==> config.mk <==
export PLATFORM = sky130hd
export DESIGN_NAME = sparse_matrix_default_store_flat
export DESIGN_NICKNAME = d
export VERILOG_FILES = /design/src/smd_pkg.sv /design/src/smd_if.sv /design/src/smd_ctrl.sv /design/src/smd_dp.sv /design/src/sparse_matrix_default_store.sv /design/src/flat_wrapper.sv
export SDC_FILE = /design/constraint.sdc
export NUM_CORES = 2
export LEC_CHECK = 0
export BUFFER_PORTS_ARGS = -buffer_cell sky130_fd_sc_hd__buf_2
export CORE_ASPECT_RATIO = 0.9
export CORE_UTILIZATION = 57
export DETAILED_ROUTE_END_ITERATION = 16
export PLACE_DENSITY = 0.76
export SYNTH_ARGS = -nofsm -noshare
export SYNTH_HDL_FRONTEND = slang
export SYNTH_SLANG_ARGS = --single-unit
==> constraint.sdc <==
create_clock -name clk -period 6.1 [get_ports clk]
set_input_delay 0.305 -clock clk [delete_from_list [all_inputs] [get_ports clk]]
set_output_delay 0.305 -clock clk [all_outputs]
set_load 0.005 [all_outputs]
==> src/smd_pkg.sv <==
package smd_pkg;

  localparam int ENTRIES    = 64;
  localparam int IDX_W      = $clog2(ENTRIES);
  localparam int COUNT_W    = $clog2(ENTRIES + 1);
  localparam int COORD_BITS = 16;
  localparam int VALUE_BITS = 32;
  localparam int KEY_W      = 2 * COORD_BITS;
  localparam int WORD_W     = KEY_W + VALUE_BITS;

  localparam logic [VALUE_BITS-1:0] DEFAULT_RESET = '1;

  localparam logic OP_READ  = 1'b0;
  localparam logic OP_WRITE = 1'b1;

  typedef enum logic [2:0] {
    S_IDLE = 3'b001,
    S_SCAN = 3'b010,
    S_EXEC = 3'b100
  } state_t;

  typedef struct packed {
    logic req_ready;
    logic scan_en;
    logic exec;
  } ctl_cmd_t;

  typedef struct packed {
    logic req_valid;
    logic scan_done;
    logic out_free;
  } dp_sts_t;

endpackage

==> src/smd_if.sv <==
interface smd_req_if import smd_pkg::*; ();
  logic                         valid;
  logic                         ready;
  logic                         op;
  logic [COORD_BITS-1:0]        row;
  logic [COORD_BITS-1:0]        col;
  logic signed [VALUE_BITS-1:0] value;

  modport source (output valid, op, row, col, value, input ready);
  modport sink   (input valid, op, row, col, value, output ready);
endinterface

interface smd_rsp_if import smd_pkg::*; ();
  logic                         valid;
  logic                         ready;
  logic signed [VALUE_BITS-1:0] cell_value;
  logic                         found;
  logic [COUNT_W-1:0]           entry_count;
  logic                         dropped;

  modport source (output valid, cell_value, found, entry_count, dropped, input ready);
  modport sink   (input valid, cell_value, found, entry_count, dropped, output ready);
endinterface

interface smd_cfg_if import smd_pkg::*; ();
  logic                         valid;
  logic                         ready;
  logic signed [VALUE_BITS-1:0] data;

  modport source (output valid, data, input ready);
  modport sink   (input valid, data, output ready);
endinterface

==> src/smd_ctrl.sv <==
module smd_ctrl import smd_pkg::*; (
  input  logic     clk,
  input  logic     rst,
  input  dp_sts_t  sts,
  output ctl_cmd_t cmd
);

  state_t state, state_next;

  always_ff @(posedge clk) begin
    if (rst) begin
      state <= S_IDLE;
    end else begin
      state <= state_next;
    end
  end

  always_comb begin
    cmd.req_ready = (state == S_IDLE);
    cmd.scan_en   = (state == S_SCAN);
    cmd.exec      = (state == S_EXEC) && sts.out_free;
    case (state)
      S_IDLE: begin
        state_next = sts.req_valid ? S_SCAN : S_IDLE;
      end
      S_SCAN: begin
        state_next = sts.scan_done ? S_EXEC : S_SCAN;
      end
      S_EXEC: begin
        state_next = sts.out_free ? S_IDLE : S_EXEC;
      end
      default: begin
        state_next = S_IDLE;
      end
    endcase
  end

endmodule

==> src/smd_dp.sv <==
module smd_dp import smd_pkg::*; (
  input  logic      clk,
  input  logic      rst,
  smd_req_if.sink   req,
  smd_rsp_if.source rsp,
  smd_cfg_if.sink   cfg,
  input  ctl_cmd_t  cmd,
  output dp_sts_t   sts
);

  // slot memory word: {key, data}
  logic [WORD_W-1:0]     mem [ENTRIES];
  logic [WORD_W-1:0]     rd_word;
  logic [ENTRIES-1:0]    slot_valid;
  logic [COUNT_W-1:0]    live_count;
  logic [VALUE_BITS-1:0] default_value;

  logic                  op_q;
  logic [KEY_W-1:0]      key_q;
  logic [VALUE_BITS-1:0] val_q;

  logic [IDX_W-1:0]      scan_addr;
  logic                  issued_all;
  logic                  pend;
  logic [IDX_W-1:0]      pend_idx;
  logic                  hit;
  logic [IDX_W-1:0]      hit_idx;
  logic [VALUE_BITS-1:0] hit_data;
  logic                  free_seen;
  logic [IDX_W-1:0]      free_idx;

  logic                  out_valid;
  logic [VALUE_BITS-1:0] out_cell;
  logic                  out_found;
  logic                  out_dropped;

  logic                  start;
  logic                  issue;
  logic                  match;
  logic                  is_erase;
  logic                  wr_en;
  logic [IDX_W-1:0]      wr_idx;
  logic [VALUE_BITS-1:0] res_cell;
  logic                  res_found;
  logic                  res_dropped;

  assign start     = req.valid && cmd.req_ready;
  assign issue     = cmd.scan_en && !issued_all;
  assign match     = pend && slot_valid[pend_idx] &&
                     (rd_word[WORD_W-1:VALUE_BITS] == key_q);
  assign req.ready = cmd.req_ready;
  assign cfg.ready = 1'b1;

  assign sts.req_valid = req.valid;
  assign sts.scan_done = cmd.scan_en && pend &&
                         (match || (pend_idx == IDX_W'(ENTRIES - 1)));
  assign sts.out_free  = !out_valid || rsp.ready;

  always_comb begin
    is_erase    = (op_q == OP_WRITE) && (val_q == default_value);
    wr_en       = 1'b0;
    wr_idx      = hit_idx;
    res_cell    = default_value;
    res_found   = 1'b0;
    res_dropped = 1'b0;
    if (op_q == OP_READ) begin
      if (hit) begin
        res_cell  = hit_data;
        res_found = 1'b1;
      end
    end else if (!is_erase) begin
      if (hit) begin
        wr_en     = 1'b1;
        res_cell  = val_q;
        res_found = 1'b1;
      end else if (free_seen) begin
        wr_en     = 1'b1;
        wr_idx    = free_idx;
        res_cell  = val_q;
        res_found = 1'b1;
      end else begin
        res_dropped = 1'b1;
      end
    end
  end

  always_ff @(posedge clk) begin
    if (issue) begin
      rd_word <= mem[scan_addr];
    end
    if (cmd.exec && wr_en) begin
      mem[wr_idx] <= {key_q, val_q};
    end
  end

  always_ff @(posedge clk) begin
    if (start) begin
      op_q  <= req.op;
      key_q <= {req.row, req.col};
      val_q <= req.value;
    end
    if (match) begin
      hit_idx  <= pend_idx;
      hit_data <= rd_word[VALUE_BITS-1:0];
    end
    if (issue && !slot_valid[scan_addr] && !free_seen) begin
      free_idx <= scan_addr;
    end
    if (issue) begin
      pend_idx <= scan_addr;
    end
    if (cmd.exec) begin
      out_cell    <= res_cell;
      out_found   <= res_found;
      out_dropped <= res_dropped;
    end
  end

  always_ff @(posedge clk) begin
    if (rst) begin
      scan_addr     <= '0;
      issued_all    <= 1'b0;
      pend          <= 1'b0;
      hit           <= 1'b0;
      free_seen     <= 1'b0;
      slot_valid    <= '0;
      live_count    <= '0;
      default_value <= DEFAULT_RESET;
      out_valid     <= 1'b0;
    end else begin
      if (cfg.valid) begin
        default_value <= cfg.data;
      end
      if (start) begin
        scan_addr  <= '0;
        issued_all <= 1'b0;
        pend       <= 1'b0;
        hit        <= 1'b0;
        free_seen  <= 1'b0;
      end else if (cmd.scan_en) begin
        pend <= issue;
        if (match) begin
          hit <= 1'b1;
        end
        if (issue) begin
          if (!slot_valid[scan_addr]) begin
            free_seen <= 1'b1;
          end
          if (scan_addr == IDX_W'(ENTRIES - 1)) begin
            issued_all <= 1'b1;
          end else begin
            scan_addr <= scan_addr + 1'b1;
          end
        end
      end
      if (cmd.exec) begin
        if (is_erase && hit) begin
          slot_valid[hit_idx] <= 1'b0;
          live_count          <= live_count - 1'b1;
        end else if (wr_en && !hit) begin
          slot_valid[free_idx] <= 1'b1;
          live_count           <= live_count + 1'b1;
        end
      end
      if (cmd.exec) begin
        out_valid <= 1'b1;
      end else if (rsp.ready) begin
        out_valid <= 1'b0;
      end
    end
  end

  assign rsp.valid       = out_valid;
  assign rsp.cell_value  = out_cell;
  assign rsp.found       = out_found;
  assign rsp.entry_count = live_count;
  assign rsp.dropped     = out_dropped;

endmodule

==> src/sparse_matrix_default_store.sv <==
// Sparse matrix store: up to 64 (row, col) cells, keyed by row above col.
// A read returns the held value or the default; writing the default erases
// the cell, writing anything else updates it or takes the lowest free slot,
// and a write to a full table is dropped and flagged. Each accepted item
// returns one result carrying the live entry count. Items are handled one at
// a time: the key/data memory is walked one slot per cycle through a single
// read port, stopping at the hit or after the last slot. The default value
// is written on the cfg channel; the user must do so only while no item is
// in flight, as the block itself does not enforce this. It resets to -1.
// Slot valid bits are flops cleared at reset, so no clearing pass is needed.
// A pending result does not block the next accept.
module sparse_matrix_default_store import smd_pkg::*; (
  input logic       clk,
  input logic       rst,
  smd_req_if.sink   req,
  smd_rsp_if.source rsp,
  smd_cfg_if.sink   cfg
);

  ctl_cmd_t cmd;
  dp_sts_t  sts;

  smd_ctrl u_ctrl (
    .clk (clk),
    .rst (rst),
    .sts (sts),
    .cmd (cmd)
  );

  smd_dp u_dp (
    .clk (clk),
    .rst (rst),
    .req (req),
    .rsp (rsp),
    .cfg (cfg),
    .cmd (cmd),
    .sts (sts)
  );

endmodule

==> src/flat_wrapper.sv <==
// flat-port wrapper written by rule: the top's interface ports become plain ports
module sparse_matrix_default_store_flat import smd_pkg::*;
  (clk, rst, req_valid, req_op, req_row, req_col, req_value, req_ready, rsp_valid, rsp_cell_value, rsp_found, rsp_entry_count, rsp_dropped, rsp_ready, cfg_valid, cfg_data, cfg_ready);
  smd_req_if req_i ();
  smd_rsp_if rsp_i ();
  smd_cfg_if cfg_i ();
  input logic clk;
  input logic rst;
  input wire logic [$bits(req_i.valid)-1:0] req_valid;
  input wire logic [$bits(req_i.op)-1:0] req_op;
  input wire logic [$bits(req_i.row)-1:0] req_row;
  input wire logic [$bits(req_i.col)-1:0] req_col;
  input wire logic [$bits(req_i.value)-1:0] req_value;
  output wire logic [$bits(req_i.ready)-1:0] req_ready;
  output wire logic [$bits(rsp_i.valid)-1:0] rsp_valid;
  output wire logic [$bits(rsp_i.cell_value)-1:0] rsp_cell_value;
  output wire logic [$bits(rsp_i.found)-1:0] rsp_found;
  output wire logic [$bits(rsp_i.entry_count)-1:0] rsp_entry_count;
  output wire logic [$bits(rsp_i.dropped)-1:0] rsp_dropped;
  input wire logic [$bits(rsp_i.ready)-1:0] rsp_ready;
  input wire logic [$bits(cfg_i.valid)-1:0] cfg_valid;
  input wire logic [$bits(cfg_i.data)-1:0] cfg_data;
  output wire logic [$bits(cfg_i.ready)-1:0] cfg_ready;
  assign req_i.valid = req_valid;
  assign req_i.op = req_op;
  assign req_i.row = req_row;
  assign req_i.col = req_col;
  assign req_i.value = req_value;
  assign req_ready = req_i.ready;
  assign rsp_valid = rsp_i.valid;
  assign rsp_cell_value = rsp_i.cell_value;
  assign rsp_found = rsp_i.found;
  assign rsp_entry_count = rsp_i.entry_count;
  assign rsp_dropped = rsp_i.dropped;
  assign rsp_i.ready = rsp_ready;
  assign cfg_i.valid = cfg_valid;
  assign cfg_i.data = cfg_data;
  assign cfg_ready = cfg_i.ready;
  sparse_matrix_default_store u_core (.clk(clk), .rst(rst), .req(req_i), .rsp(rsp_i), .cfg(cfg_i));
endmodule
==> results.json <==
{
  "outcome": "finished clean",
  "syn-cell-area_mm2": 0.169,
  "antenna_found_initial": 58,
  "fin_setup_tns_ns": 0,
  "syn_to_final_growth_pct": 13.4,
  "setup_viol": 0,
  "worstPathMaxFanout": 39,
  "numPortBuffers": 144,
  "ctsHtreeMaxLevel": 5,
  "dp.cells": 10900,
  "grt_use_met3_pct": 9.52,
  "hold_viol_final": 0,
  "vdd_drop_max_v": 0.000258,
  "cp_top_family": "simple AND/OR/NAND/NOR gates",
  "cts-resized-gates": 0,
  "grt_util_met1_pct": 45.0,
  "dpl_worst_slack_ns": 1.15,
  "synthFlopType": "edfxtp_1",
  "synth-xor-area-share_pct": 0.358,
  "cts_max_path_buffers": 4,
  "path_class": "flop to flop",
  "dpl.hpwl_um": 265000,
  "synth_edf_count": 4309,
  "start_util_pct": 57.3,
  "yosys.area_share.simple_pct": 1.26,
  "crit_buf_inv": 1,
  "core_region_area_mm2": 0.294,
  "required_ns": 6.62,
  "drt-total-wl_um": 498000,
  "crit_slowest_cell": "nor2_4",
  "layout_commonest_cell": "edfxtp_1",
  "synth_top_family_by_area": "multiplexers",
  "syn_inst": 6931,
  "fin_crit_sh_pct": 84.1,
  "cap_violations": 0,
  "clockRootBuffer": "clkbuf_16",
  "postRouteAntennaNets": 0,
  "fp.dieArea_mm2": 0.298,
  "cp-end-kind": "flop",
  "overflow": 0,
  "p_per_area_mw_per_mm2": 320,
  "tightest_slew_ns": 1.31,
  "ys_ff_latch": 4426,
  "fp.dieH_um": 518,
  "grt_pass1_vias": 84900,
  "synthMuxAreaShare_pct": 18.5,
  "final_cell_mix": "4,309 x edfxtp_1, 1,374 x mux4_2, 427 x clkbuf_16, 216 x buf_4, 143 x buf_2",
  "crit_chain": "xnor2_1 -> nand4_1 -> or4_1 -> or3_1 -> nand2_1 -> a31oi_2 -> nor2_4 -> buf_4",
  "finalNetCount": 7638,
  "cpPeakStageDelay_ns": 1.00,
  "min_period_ns": 5.13,
  "drv_slew": 0,
  "ys_seq_area_share_pct": 78.1,
  "ctsHoldBuffers": 102,
  "slew_headroom_pct": 12.6,
  "grt_use_met2_pct": 51.9,
  "drc_errors": 0,
  "dr.first_iter.drc_count": 15500,
  "pin_count": 146,
  "rsz0062_at_grt": "no",
  "leakage_nw": 57.3,
  "yosysUniqueCellTypes": 58,
  "synthArstFlopShare_pct": 0,
  "place.gp.congestion": 0.873,
  "synth-compound-area-share_pct": 0.913,
  "grt_pass1_wl_um": 683000,
  "post_cts_buffers": 0,
  "worstSetupStartpointType": "flop",
  "grt_max_degree": 136,
  "postSynthAreaPerCell_um2": 24.3,
  "fin_skew_ns": 0.0923,
  "cts_tree": "yes",
  "holdCritPathClass": "input pin to flop",
  "grt-busiest-layer": "met2",
  "cts.sinks": 4426,
  "drive_above_1_share_pct": 31.9,
  "max_freq_mhz": 195,
  "yosysWarnings": 0,
  "vias": 86200,
  "fin_cells": 11800,
  "wl_per_cell_um": 42.1,
  "clk_pin_slew_worst_paths_ns": 0.08,
  "grt_usage_pct": 33.5,
  "arrival_ns": 5.65,
  "final.setup.worst_slack_ns": 0.970,
  "syn_nets": 7035,
  "die_w_um": 575,
  "cts_made_buffers": 417,
  "synthAdderAreaFrac_pct": 0.0148,
  "row_count": 189,
  "viasPerCell": 7.29,
  "clock_latency_ns": 0.95,
  "drtPass1Iterations": 6
}
[final cells by class]
| type | instances | area (um2) |
|---|---|---|
| Sequential cell | 4426 | 132000 |
| Antenna cell | 52 | 130 |
| Clock buffer | 497 | 11000 |
| Tap cell | 3915 | 4900 |
| Timing Repair Buffer | 543 | 5000 |
| Multi-Input combinational cell | 2137 | 36000 |
| Fill cell | 17500 | 103000 |
| Clock inverter | 254 | 2450 |
| Inverter | 9 | 38.8 |
[cell families (layout without fill, tap and decap cells)]
| family | count (synthesis) | in the layout |
|---|---|---|
| compound gates | 256 | 256 |
| fa+ha+maj | 2 | 2 |
| mux | 1395 | 1395 |
| xor+xnor | 69 | 69 |
| flops | 4426 | 4426 |
| other cells | 1 | 53 |
| buf+inv | 368 | 1303 |
| simple gates | 414 | 414 |
[final timing paths]
check / slack (ns) / endpoint / start / depth (start not counted)
setup / recovery: 0.97 / u_core.u_dp.mem[38][50] / u_core.u_dp.val_q[27] / 8
hold / removal: 0.09 / u_core.u_dp.key_q[22] / req_row[6] / 2
setup reg to reg: 0.97 / u_core.u_dp.mem[38][50] / u_core.u_dp.val_q[27] / 8
hold reg to reg: 0.43 / u_core.u_dp.hit_data[18] / u_core.u_dp.rd_word[18] / 0
[state kept, by name (all words and copies together), names as in the netlist, 7 cells and up]
| register | count |
|---|---|
| u_core.u_dp.rsp.entry_count | 7 |
| u_core.u_dp.key_q | 32 |
| u_core.u_dp.val_q | 32 |
| u_core.u_dp.default_value | 32 |
| u_core.u_dp.rsp.cell_value | 32 |
| u_core.u_dp.hit_data | 32 |
| u_core.u_dp.rd_word | 64 |
| u_core.u_dp.slot_valid | 64 |
| u_core.u_dp.mem | 4096 |
[metal layers]
metal	vias up	share of wire, %	routed length [um]
met1	45400	33	166000
met3	1434	14	70900
met5	-	0.050	251
li1	31200	-	-
met2	8190	47	234000
met4	36	5.4	27000
[per-stage QoR]
stage | hold slack, ns | utilization (%) | power [mW] | area, um2
floorplan | 0.400 | - | 34.9 | 169000
global placement | 0.406 | 60.0 | 35.5 | 177000
detailed placement | 0.405 | 60.0 | 35.6 | 177000
CTS | 0.0456 | 64.9 | 61.2 | 191000
global route | 0.0811 | 64.9 | 62.3 | 191000
finish | 0.0876 | 65.0 | 61.2 | 191000
[power by group]
| group | total (mW) | switching [mW] | leakage [nW] | internal [mW] |
|---|---|---|---|---|
| combinational | 1.45 | 1.08 | 11.0 | 0.364 |
| sequential | 33.6 | 0.0789 | 39.7 | 33.5 |
| clock | 26.1 | 11.6 | 6.54 | 14.6 |
| total | 61.2 | 12.7 | 57.3 | 48.4 |
[worst register-to-register path, stage by stage (launching register included)]
cell,delay [ns]
edfxtp_1,0.47
xnor2_1,0.23
nand4_1,0.26
or4_1,0.79
or3_1,0.64
nand2_1,0.19
a31oi_2,0.27
nor2_4,1.00
buf_4,0.78
[synth_stat cells (all sizes together) (4+ instances only)]
| master | count | area share (%) |
|---|---|---|
| and2 | 4 | 0.015 |
| or3 | 4 | 0.015 |
| buf | 102 | 0.23 |
| clkbuf | 257 | 0.57 |
| a21oi | 18 | 0.053 |
| mux2i | 14 | 0.083 |
| mux2 | 7 | 0.047 |
| inv | 9 | 0.020 |
| edfxtp | 4309 | 77 |
| nor4 | 14 | 0.056 |
| nor4b | 8 | 0.042 |
| mux4 | 1374 | 18 |
| nor2b | 109 | 0.40 |
| nand3b | 7 | 0.031 |
| dfxtp | 117 | 1.4 |
| or3b | 4 | 0.021 |
| nor3b | 4 | 0.018 |
| nand2 | 40 | 0.089 |
| a31oi | 8 | 0.030 |
| nor3 | 18 | 0.056 |
| nor2 | 156 | 0.35 |
| xor2 | 53 | 0.28 |
| nand2b | 6 | 0.022 |
| a211o | 32 | 0.17 |
| o22ai | 34 | 0.13 |
| nand4 | 16 | 0.059 |
| xnor2 | 16 | 0.083 |
| o21ai | 141 | 0.42 |
| nand3 | 16 | 0.048 |
Note: power is estimated with default switching activity, not from simulation.
